### src/sv/nvidt_pkg.sv
// ----------------------------------------------------------------------------
// NV index descriptor table package
// Shared constants and request/status codes of the descriptor table.
// ----------------------------------------------------------------------------
package nvidt_pkg;

    localparam int unsigned SLOTS_DEF        = 16;
    localparam int unsigned MAX_DATA_DEF     = 2048;
    localparam int unsigned POLICY_BYTES_DEF = 64;
    localparam logic [31:0] HANDLE_FIRST_DEF = 32'h0100_0000;
    localparam logic [31:0] HANDLE_LAST_DEF  = 32'h01FF_FFFF;

    localparam int unsigned TYPE_SHIFT  = 24;
    localparam int unsigned WRITTEN_POS = 29;

    localparam logic [15:0] ALG_SHA1   = 16'h0004;
    localparam logic [15:0] ALG_SHA256 = 16'h000B;
    localparam logic [15:0] ALG_SHA384 = 16'h000C;
    localparam logic [15:0] ALG_SHA512 = 16'h000D;

    localparam logic [2:0] REQ_DEFINE = 3'd0;
    localparam logic [2:0] REQ_WRITE  = 3'd1;
    localparam logic [2:0] REQ_FIND   = 3'd2;
    localparam logic [2:0] REQ_ENUM   = 3'd3;
    localparam logic [2:0] REQ_COUNT  = 3'd4;
    localparam logic [2:0] REQ_CLEAR  = 3'd5;

    localparam logic [2:0] ST_OK        = 3'd0;
    localparam logic [2:0] ST_RANGE     = 3'd1;
    localparam logic [2:0] ST_HASH      = 3'd2;
    localparam logic [2:0] ST_SIZE      = 3'd3;
    localparam logic [2:0] ST_DEFINED   = 3'd4;
    localparam logic [2:0] ST_NO_SPACE  = 3'd5;
    localparam logic [2:0] ST_UNKNOWN   = 3'd6;
    localparam logic [2:0] ST_TOO_LONG  = 3'd7;

endpackage

### src/sv/nv_index_descriptor_table_core.sv
// ----------------------------------------------------------------------------
// NV index descriptor table core
// Table of non-volatile index descriptors with define, write, find,
// enumerate, count and clear requests.
// ----------------------------------------------------------------------------
// A request is taken as one input item. The block then walks the table with
// one shared slot comparator, one slot per cycle, and is not ready until the
// last result item of that request has been taken. Define, write, find and
// count scan every slot, then form the result and hand it off. Enumerate runs
// one full scan of the table per handle it returns, picking the smallest
// handle above the previous one; its terminator item carries the tally.
// Clear all zeroes the table and registers its result in the cycle in which
// it is accepted. Results leave through an output register; the next request
// is accepted once that register is empty again, and a receiver that stalls
// holds the block back.
module nv_index_descriptor_table_core #(
    parameter int unsigned SLOTS        = nvidt_pkg::SLOTS_DEF,
    parameter int unsigned MAX_DATA     = nvidt_pkg::MAX_DATA_DEF,
    parameter int unsigned POLICY_BYTES = nvidt_pkg::POLICY_BYTES_DEF,
    parameter logic [31:0] HANDLE_FIRST = nvidt_pkg::HANDLE_FIRST_DEF,
    parameter logic [31:0] HANDLE_LAST  = nvidt_pkg::HANDLE_LAST_DEF
) (
    input  logic         clk,
    input  logic         rst_n,
    input  logic         s_axis_tvalid,
    output logic         s_axis_tready,
    // req_type[2:0], handle[34:3], name_alg[50:35], attributes[82:51],
    // policy_len[98:83], defined_size[114:99], write_len[130:115],
    // max_count[138:131], zero fill to 144 bits
    input  logic [143:0] s_axis_tdata,
    output logic         m_axis_tvalid,
    input  logic         m_axis_tready,
    // status[2:0], found[3], out_handle[35:4], out_alg[51:36],
    // out_attributes[83:52], out_size[99:84], out_written[115:100],
    // tally[120:116], zero fill to 128 bits
    output logic [127:0] m_axis_tdata,
    output logic         m_axis_tlast
);

    localparam int unsigned IW = (SLOTS > 1) ? $clog2(SLOTS) : 1;
    localparam int unsigned CW = $clog2(SLOTS + 1);
    localparam logic [IW-1:0] LAST_IDX = IW'(SLOTS - 1);

    typedef enum logic [1:0] {S_IDLE, S_SCAN, S_EMIT, S_OUT} state_t;

    state_t state_reg;
    logic [SLOTS-1:0] used_reg;
    logic [31:0] hnd_mem [SLOTS];
    logic [15:0] alg_mem [SLOTS];
    logic [31:0] attr_mem [SLOTS];
    logic [15:0] size_mem [SLOTS];
    logic [15:0] wr_mem [SLOTS];

    logic [2:0]  req_reg;
    logic [31:0] hin_reg;
    logic [15:0] alg_in_reg;
    logic [31:0] attr_in_reg;
    logic [15:0] wlen_reg;
    logic [7:0]  maxc_reg;
    logic [2:0]  pre_st_reg;   // status of checks done at accept time
    logic [IW-1:0] idx_reg;
    logic        hit_reg, free_ok_reg, best_ok_reg;
    logic [IW-1:0] hit_idx_reg, free_idx_reg, best_idx_reg;
    logic [31:0] best_h_reg, prev_reg;
    logic [CW-1:0] cnt_reg, n_reg;

    logic [127:0] od_reg;
    logic         ol_reg, ov_reg;

    // request fields
    logic [2:0]  f_req;
    logic [31:0] f_h, f_attr;
    logic [15:0] f_alg, f_plen, f_dsize, f_wlen;
    logic [7:0]  f_maxc;
    assign f_req   = s_axis_tdata[2:0];
    assign f_h     = s_axis_tdata[34:3];
    assign f_alg   = s_axis_tdata[50:35];
    assign f_attr  = s_axis_tdata[82:51];
    assign f_plen  = s_axis_tdata[98:83];
    assign f_dsize = s_axis_tdata[114:99];
    assign f_wlen  = s_axis_tdata[130:115];
    assign f_maxc  = s_axis_tdata[138:131];

    logic [2:0] pre_st;
    always_comb
    begin
        if (f_h < HANDLE_FIRST || f_h > HANDLE_LAST)
            pre_st = nvidt_pkg::ST_RANGE;
        else if (!(f_alg == nvidt_pkg::ALG_SHA1 || f_alg == nvidt_pkg::ALG_SHA256 ||
                   f_alg == nvidt_pkg::ALG_SHA384 || f_alg == nvidt_pkg::ALG_SHA512))
            pre_st = nvidt_pkg::ST_HASH;
        else if (32'(f_plen) > 32'(POLICY_BYTES))
            pre_st = nvidt_pkg::ST_SIZE;
        else if (f_dsize == 16'd0 || 32'(f_dsize) > 32'(MAX_DATA))
            pre_st = nvidt_pkg::ST_SIZE;
        else
            pre_st = nvidt_pkg::ST_OK;
    end

    // shared slot comparator
    logic [31:0] cur_h;
    logic        cur_used, cur_match, cur_cand;
    assign cur_h     = hnd_mem[idx_reg];
    assign cur_used  = used_reg[idx_reg];
    assign cur_match = cur_used && (cur_h == hin_reg);
    assign cur_cand  = cur_used && (cur_h >= hin_reg) && (n_reg == '0 || cur_h > prev_reg)
                       && (!best_ok_reg || cur_h < best_h_reg);

    logic enum_go;
    assign enum_go = (maxc_reg != 8'd0) &&
                     (hin_reg[31:nvidt_pkg::TYPE_SHIFT] ==
                      HANDLE_FIRST[31:nvidt_pkg::TYPE_SHIFT]);

    // The enumerate scan found another handle that may still be returned.
    logic enum_more;
    assign enum_more = (req_reg == nvidt_pkg::REQ_ENUM) && enum_go && best_ok_reg &&
                       (32'(n_reg) < 32'(maxc_reg)) && (32'(n_reg) < 32'(SLOTS));

    assign s_axis_tready = (state_reg == S_IDLE) && !ov_reg;
    assign m_axis_tvalid = ov_reg;
    assign m_axis_tdata  = od_reg;
    assign m_axis_tlast  = ol_reg;

    function automatic logic [127:0] pack_out(logic [2:0] st, logic fnd, logic [31:0] h,
        logic [15:0] a, logic [31:0] at, logic [15:0] sz, logic [15:0] w, logic [4:0] t);
        return {7'd0, t, w, sz, at, a, h, fnd, st};
    endfunction

    always_ff @(posedge clk or negedge rst_n)
    begin
        if (!rst_n)
        begin
            state_reg <= S_IDLE;
            used_reg  <= '0;
            ov_reg    <= 1'b0;
            ol_reg    <= 1'b0;
            for (int i = 0; i < SLOTS; i++)
            begin
                hnd_mem[i]  <= '0;
                alg_mem[i]  <= '0;
                attr_mem[i] <= '0;
                size_mem[i] <= '0;
                wr_mem[i]   <= '0;
            end
        end
        else
        begin
            if (ov_reg && m_axis_tready)
                ov_reg <= 1'b0;
            unique case (state_reg)
                S_IDLE:
                begin
                    if (s_axis_tvalid && s_axis_tready)
                    begin
                        req_reg     <= f_req;
                        hin_reg     <= f_h;
                        alg_in_reg  <= f_alg;
                        attr_in_reg <= f_attr;
                        wlen_reg    <= f_wlen;
                        maxc_reg    <= f_maxc;
                        pre_st_reg  <= pre_st;
                        best_h_reg  <= {16'd0, f_dsize};  // defined size held here
                        idx_reg     <= '0;
                        hit_reg     <= 1'b0;
                        free_ok_reg <= 1'b0;
                        best_ok_reg <= 1'b0;
                        cnt_reg     <= '0;
                        n_reg       <= '0;
                        prev_reg    <= '0;
                        if (f_req == nvidt_pkg::REQ_CLEAR)
                        begin
                            used_reg <= '0;
                            for (int i = 0; i < SLOTS; i++)
                            begin
                                hnd_mem[i]  <= '0;
                                alg_mem[i]  <= '0;
                                attr_mem[i] <= '0;
                                size_mem[i] <= '0;
                                wr_mem[i]   <= '0;
                            end
                            od_reg    <= '0;
                            ol_reg    <= 1'b1;
                            ov_reg    <= 1'b1;
                        end
                        else if (f_req > nvidt_pkg::REQ_CLEAR)
                        begin
                            od_reg <= '0;
                            ol_reg <= 1'b1;
                            ov_reg <= 1'b1;
                        end
                        else
                            state_reg <= S_SCAN;
                    end
                end
                S_SCAN:
                begin
                    // one slot per cycle through the shared comparator
                    if (req_reg == nvidt_pkg::REQ_ENUM)
                    begin
                        if (cur_cand)
                        begin
                            best_ok_reg  <= 1'b1;
                            best_h_reg   <= cur_h;
                            best_idx_reg <= idx_reg;
                        end
                    end
                    else
                    begin
                        if (cur_match && !hit_reg)
                        begin
                            hit_reg     <= 1'b1;
                            hit_idx_reg <= idx_reg;
                        end
                        if (!cur_used && !free_ok_reg)
                        begin
                            free_ok_reg  <= 1'b1;
                            free_idx_reg <= idx_reg;
                        end
                        if (cur_used)
                            cnt_reg <= cnt_reg + 1'b1;
                    end
                    if (idx_reg == LAST_IDX)
                    begin
                        idx_reg   <= '0;
                        state_reg <= S_EMIT;
                    end
                    else
                        idx_reg <= idx_reg + 1'b1;
                end
                S_EMIT:
                begin
                    if (!ov_reg)
                    begin
                        ov_reg    <= 1'b1;
                        ol_reg    <= !enum_more;
                        state_reg <= enum_more ? S_OUT : S_IDLE;
                        unique case (req_reg)
                            nvidt_pkg::REQ_DEFINE:
                            begin
                                if (pre_st_reg != nvidt_pkg::ST_OK)
                                    od_reg <= pack_out(pre_st_reg, 1'b0, '0, '0, '0, '0,
                                                       '0, 5'd0);
                                else if (hit_reg)
                                    od_reg <= pack_out(nvidt_pkg::ST_DEFINED, 1'b0, '0, '0,
                                                       '0, '0, '0, 5'd0);
                                else if (!free_ok_reg)
                                    od_reg <= pack_out(nvidt_pkg::ST_NO_SPACE, 1'b0, '0, '0,
                                                       '0, '0, '0, 5'd0);
                                else
                                begin
                                    od_reg <= '0;
                                    used_reg[free_idx_reg] <= 1'b1;
                                    hnd_mem[free_idx_reg]  <= hin_reg;
                                    alg_mem[free_idx_reg]  <= alg_in_reg;
                                    attr_mem[free_idx_reg] <= attr_in_reg &
                                        ~(32'd1 << nvidt_pkg::WRITTEN_POS);
                                    size_mem[free_idx_reg] <= best_h_reg[15:0];
                                    wr_mem[free_idx_reg]   <= '0;
                                end
                            end
                            nvidt_pkg::REQ_WRITE:
                            begin
                                if (!hit_reg)
                                    od_reg <= pack_out(nvidt_pkg::ST_UNKNOWN, 1'b0, '0, '0,
                                                       '0, '0, '0, 5'd0);
                                else if (wlen_reg > size_mem[hit_idx_reg])
                                    od_reg <= pack_out(nvidt_pkg::ST_TOO_LONG, 1'b0, '0, '0,
                                                       '0, '0, '0, 5'd0);
                                else
                                begin
                                    od_reg <= '0;
                                    wr_mem[hit_idx_reg] <= wlen_reg;
                                    attr_mem[hit_idx_reg][nvidt_pkg::WRITTEN_POS] <= 1'b1;
                                end
                            end
                            nvidt_pkg::REQ_FIND:
                            begin
                                if (hit_reg)
                                    od_reg <= pack_out(nvidt_pkg::ST_OK, 1'b1,
                                        hnd_mem[hit_idx_reg], alg_mem[hit_idx_reg],
                                        attr_mem[hit_idx_reg], size_mem[hit_idx_reg],
                                        wr_mem[hit_idx_reg], 5'd0);
                                else
                                    od_reg <= '0;
                            end
                            nvidt_pkg::REQ_COUNT:
                                od_reg <= pack_out(nvidt_pkg::ST_OK, 1'b0, '0, '0, '0, '0,
                                                   '0, 5'(cnt_reg));
                            default:
                            begin
                                // enumerate: one scan per returned handle
                                if (enum_more)
                                begin
                                    od_reg <= pack_out(nvidt_pkg::ST_OK, 1'b0, best_h_reg,
                                                       '0, '0, '0, '0, 5'd0);
                                    prev_reg    <= best_h_reg;
                                    n_reg       <= n_reg + 1'b1;
                                    best_ok_reg <= 1'b0;
                                end
                                else
                                    od_reg <= pack_out(nvidt_pkg::ST_OK, 1'b0, '0, '0, '0,
                                                       '0, '0, 5'(n_reg));
                            end
                        endcase
                    end
                end
                S_OUT:
                begin
                    // rescan for the next smallest handle, or emit the terminator once the limit is reached
                    state_reg <= (32'(n_reg) < 32'(maxc_reg) && 32'(n_reg) < 32'(SLOTS))
                                 ? S_SCAN : S_EMIT;
                end
                default:
                    state_reg <= S_IDLE;
            endcase
        end
    end

endmodule
### config.mk
export PLATFORM = sky130hd
export DESIGN_NAME = nv_index_descriptor_table_core
export DESIGN_NICKNAME = d
export VERILOG_FILES = /design/src/sv/nvidt_pkg.sv /design/src/sv/nv_index_descriptor_table_core.sv
export SDC_FILE = /design/constraint.sdc
export NUM_CORES = 2
export LEC_CHECK = 0
export BUFFER_PORTS_ARGS = -buffer_cell sky130_fd_sc_hd__buf_2
export CAP_MARGIN = 20
export CORE_MARGIN = 10
export CORE_UTILIZATION = 35
export DETAILED_ROUTE_END_ITERATION = 8
export GPL_TIMING_DRIVEN = 0
export PLACE_DENSITY = 0.52
export SYNTH_ARGS = -nofsm -noshare
export SYNTH_HDL_FRONTEND = slang
export SYNTH_SLANG_ARGS = --single-unit
### constraint.sdc
create_clock -name clk -period 12.99 [get_ports clk]
set_input_delay 2.598 -clock clk [delete_from_list [all_inputs] [get_ports clk]]
set_output_delay 2.598 -clock clk [all_outputs]
set_load 0.01 [all_outputs]
== Yosys cells after proc, flatten, opt, wreduce, memory -nomap -nowiden ==
Index checks and enable logic that the tools add are counted.
Word-level totals
  bits in registers: 2139
  bits of input ports: 148
  output and inout port bits: 131
  word-level logic and storage cells: 380
Cells by class
  add/sub/neg operators: 3
  order comparisons: 19
  equal/unequal tests: 40
  mux-type cells: 149
  bitwise operators: 9
  reduce and logical (&&, ||, !) cells: 57
Operators by type and width (number)
  2-to-1 mux 512 bit: 13
  2-to-1 mux 256 bit: 18
  one-hot mux 512 bit (2 select lines): 3
  one-hot mux 256 bit (2 select lines): 4
  bitwise mux 512 bit: 2
  bitwise mux 256 bit: 3
  2-to-1 mux 128 bit: 4
  bitwise OR 512 bit: 1
  one-hot mux 128 bit (4 select lines): 1
  2-to-1 mux 32 bit: 14
  binary-select mux 32 bit (select 4 bit): 3
  AND 256 bit: 1
  demux 32 bit (select 4 bit): 2
  inverter 256 bit: 1
  one-hot mux 128 bit (2 select lines): 1
  2-to-1 mux 16 bit: 15
  binary-select mux 16 bit (select 4 bit): 3
  demux 16 bit (select 4 bit): 2
  one-hot mux 32 bit (2 select lines): 2
  2-to-1 mux 121 bit: 1
  2-to-1 mux 116 bit: 1
  equality test 16 x 4 -> 1 bit, second input constant: 3
  equality test 32 bit: 1
  >= comparator 32 bit: 1
  63 further kinds: 177

== Longest topological paths before layout ==
  depth after elaboration: 13
  gate-level depth with buffers: 18
  gate-level depth less buffers: 12

== Worst setup path after synthesis ==
OpenSTA, ideal clock, no wires.
  path type: input -> register
  start: in s_axis_tdata[1]
  end: reg od_reg[0] (netlist: m_axis_tdata[0]), enable pin
  setup time: 603 ps
  data arrival time: 7987 ps
  required time: 12387 ps
  setup slack: 4400 ps
  stages on the path: 4
  path buffers: 0
  cell sequence: o21ai_0 -> nor2_1 -> o21ai_0 -> nor2_1
Between the ends
  longest elaborated chain between the ends: 3
  elaborated cells on any way between the ends: 4
  those cells by class: 1 x order compare; 2 x eq/ne; 1 x reduce/logical
RTL lines
  from (decl): line nv_index_descriptor_table_core.sv:30  | input logic [143:0] s_axis_tdata,
  > comparator 3 bit or equality test 3 bit (tied branches): line nv_index_descriptor_table_core.sv:185, nv_index_descriptor_table_core.sv:170
  != test 3 x 1 -> 1 bit (no source line) *
  AND reduction 5 bit (no source line) *
  to (signal assigned): line nv_index_descriptor_table_core.sv:241  | od_reg <= pack_out(pre_st_reg, 1'b0, '0, '0, '0, '0,
  to (signal assigned): line nv_index_descriptor_table_core.sv:244  | od_reg <= pack_out(nvidt_pkg::ST_DEFINED, 1'b0, '0, '0,
  to (signal assigned): line nv_index_descriptor_table_core.sv:247  | od_reg <= pack_out(nvidt_pkg::ST_NO_SPACE, 1'b0, '0, '0,
  to (decl): line nv_index_descriptor_table_core.sv:67  | logic [127:0] od_reg;
Every way passes the cells marked *; elsewhere a longest branch is shown, timed or not.
A chain may end at the register's enable or synchronous reset.

== Worst setup path in the final report ==
  start: reg idx_reg[0]
  end: reg best_h_reg[7], enable pin
Between the ends
  longest elaborated chain between the ends: 10
  elaborated cells on any way between the ends: 16
  those cells by class: 3 x order compare; 1 x eq/ne; 5 x mux; 1 x bitwise; 6 x reduce/logical
RTL lines
  from (decl): line nv_index_descriptor_table_core.sv:61  | logic [IW-1:0] idx_reg;
  from (signal assigned): line nv_index_descriptor_table_core.sv:228  | idx_reg <= idx_reg + 1'b1;
  inverter 4 -> 5 bit (not written as such) *: line nv_index_descriptor_table_core.sv:103  | assign cur_h = hnd_mem[idx_reg];
  binary-select mux 32 bit (select 4 bit) *: line nv_index_descriptor_table_core.sv:103
  2-to-1 mux 32 bit (not written as such) * (2 in series): line nv_index_descriptor_table_core.sv:103
  via cur_h[29]: line nv_index_descriptor_table_core.sv:101  | logic [31:0] cur_h;
  >= comparator 32 bit or > comparator 32 bit (tied branches): line nv_index_descriptor_table_core.sv:106  | assign cur_cand = cur_used && (cur_h >= hin_reg) && (n_reg == '0 || cur_h > prev_reg)
  logical AND 1 bit or logical OR 1 bit (tied branches): line nv_index_descriptor_table_core.sv:106
  logical AND 1 bit: line nv_index_descriptor_table_core.sv:106
  logical AND 1 bit *: line nv_index_descriptor_table_core.sv:107  | && (!best_ok_reg || cur_h < best_h_reg);
  != test 2 bit (no source line) *
  AND reduction 5 bit (no source line) *
  to (signal assigned): line nv_index_descriptor_table_core.sv:162  | best_h_reg <= {16'd0, f_dsize};
  to (signal assigned): line nv_index_descriptor_table_core.sv:203  | best_h_reg <= cur_h;
  to (decl): line nv_index_descriptor_table_core.sv:64  | logic [31:0] best_h_reg, prev_reg;
The timed path passes the listed nets; every way through them passes the cells marked *. The select of a mux whose other input is x is not followed.

==> run metrics <==
run status=complete, no violations; IO Port Bufs=265; WP data arrival=8.69 ns; multi-input logic area=39400 um^2; setup tns final=0 ns; Clk pin slew, worst setup/hold paths=0.06 ns; dominant cell type by area after synthesis=dfrtp_1; worst hold path class=reg2reg; area share of the leading cell type in the synthesized netlist=between 40% and 50%; worst-path fanout max=11; Seq/Total Area, Yosys=55.8%; Starting Density=35.2%; RSZ-0062 raised after global routing=false; fin cells=12100; global route overflow=0; largest registers=attr_mem (512), hnd_mem (512); Syn Inst Count=roughly 7600; syn_area_per_cell=13.0 um^2; Lkg Pwr=48.0 nW; sequential power share=between 40% and 50%; synthesis warning total=0; number of CTS-inserted buffers=237; CP Launch Type=flip-flop; CTS Hold Bufs=0; CTS sink count=2130; Place WS=between 5 and 6 ns; final hold violations=0; post-synthesis async set-or-reset flop share=85.1%; Distinct cells, synth=71; Clock Skews=0.0751 ns; Netlist Area Pre-Place=98400 um^2; Routed wire per std cell=about 33 um; CP Class=reg2reg; Slew @ Worst Pin=1.32 ns; FF-to-FF setup slack=4.93 ns; DIE AREA=303000 um^2; # IOs=approximately 280; Cell Rows=194; Gate power share=12.5%; Final Setup Violations=0; CP Launch Point=idx_reg[0]; fin crit period=8.06 ns; FF-to-FF path depth=17; initial antenna violation count=34; ratio of cells with drive above 1 in the final layout=20.2%; area added between synthesis and finish=16.0%; hold path depth=1; VDD IR max=0.113 mV; Sw Share=28.4%; dominant cells by area after synthesis=dfrtp_1, mux4_2, edfxtp_1; First DRT Iteration DRCs=between 9000 and 10000; Final Wtd Congestion=0.961; HP Start=attr_mem[317]; Post-synth top flop=dfrtp_1; Remaining DRCs=0; gr usage total=between 20% and 30%; reg-to-reg startpoint=idx_reg[0]; core area=~280000 um^2; nets=8461; vias in the first global route=76100; chip height=550 um; HPWL after detailed placement=approximately 300000 um; largest net degree at the start of global routing=174; CP Capture Type=flip-flop; Post-DP Area=106000 um^2; CTS tree=yes; Max Freq=0.124 GHz; final instance area=114000 um^2; width of the die=550 um; Pre-Repair DR Iteration Count=6; fill count=between 20000 and 30000; Max Cap Violations=0; Power Density=between 100 and 150 nW/um^2; dpl cells=11700; internal power=0.0116 W; number of synthesized flops with an enable pin=318; clock buffer depth=4; Reg area=54900 um^2; worst skew pair latency=0.97 ns; register bit total from synthesis=roughly 2100; worst setup margin=4.93 ns; count leader, synth=dfrtp_1; Hold Slack=0.471 ns; first-pass GRT wire length=570000 um; Reg2Reg Capture Point=best_h_reg[7]; Max Slew Vio Count=0; drt total wl=401000 um; Worst Hold Endpoint=attr_mem[317]; via count=74900; Tcrit/Tclk final=62.0%; Post-CTS Resized=0; Clock Power Share=43.7%; Via-to-Cell Ratio=6.16; CTS Root Cell=clkbuf_16; CP required=13.62 ns; switching pwr=0.00461 W; Slew HR=a little under an eighth; antenna viol nets, final=0; setup bufs post-CTS=0; most instantiated cells after synthesis=dfrtp_1, o21ai_0, nand3_1; CTS H-tree depth=4
stage by stage:
| stage | util [%] | total power [W] |
|---|---|---|
| 6_report | 40.8 | 0.0162 |
| 5_1_grt | 40.8 | 0.0166 |
| 4_1_cts | 40.7 | 0.0162 |
| 3_5_place_dp | 37.9 | 0.00921 |
| 3_3_place_gp | 37.3 | 0.00912 |
| 2_1_floorplan | - | 0.00813 |
worst max-delay path, cell delays in order (launching register included):
cell,delay [ns]
edfxtp_1,0.58
buf_2,0.40
clkbuf_1,0.42
buf_2,0.73
mux4_2,0.63
mux4_2,0.63
ha_1,0.35
nand4_1,0.18
nor4_1,0.48
buf_2,0.26
nor4b_2,0.81
o31ai_1,0.54
nand3_1,0.21
o21ai_0,0.23
nor3_2,0.63
buf_6,0.26
buf_8,0.17
buf_6,0.19
layout make-up:
class / count / share of cell area, %
buffer: 861 / 3.12
timing repair buffer: 353 / 2.48
tap: 3724 / 4.08
antenna: 29 / 0.0636
sequential: 2130 / 48.1
inverter: 158 / 0.520
multi-input combinational: 4453 / 34.6
clock inverter: 107 / 1.16
clock buffer: 331 / 5.89
metal layers:
layer	share of wire, %	up-vias	GRT usage [%]
met5	0.018	-	0.172
met4	6.8	12	14.8
met3	10	990	7.21
met2	45	3995	39.7
met1	38	39600	32.8
li1	-	30300	-
power groups by stage:
stage | logic, W | registers (W) | clock network [W]
5_1_grt | 0.00211 | 0.00712 | 0.00742
6_report | 0.00203 | 0.00711 | 0.00709
4_1_cts | 0.00198 | 0.00711 | 0.00715
2_1_floorplan | 0.000930 | 0.00720 | 0
3_3_place_gp | 0.00185 | 0.00728 | 0
3_5_place_dp | 0.00197 | 0.00723 | 0
worst max path at each step:
stage,slack (ns),to,depth (start not counted)
floorplan,4.40,m_axis_tdata[0],4
global placement,-34.62,m_axis_tdata[42],3
detailed placement,5.02,best_h_reg[2],17
CTS,4.98,best_h_reg[1],16
global route,4.79,best_h_reg[3],17
finish,4.93,best_h_reg[7],17
layout by cell type (no fill, tap or decap), drive strengths merged, types with 60 or more instances in the layout:
master  count
a21oi      81
buf       696
clkinv     60
mux4      723
and2       91
inv       169
nor2      105
ha        119
a22o      704
dfrtp    1812
clkbuf    849
o21ai    1069
edfxtp    318
nand3    1059
nand2     191
a32o       69
cells by family after synthesis:
| kind of cell | synth area share [%] |
|---|---|
| xor+xnor | 0.0623 |
| other cells | 0.00381 |
| fa+ha+maj | 1.52 |
| simple gates | 8.17 |
| compound gates | 13.7 |
| mux | 16.6 |
| buf+inv | 4.20 |
| flops | 55.8 |
Power figures use the tool's default switching activity.
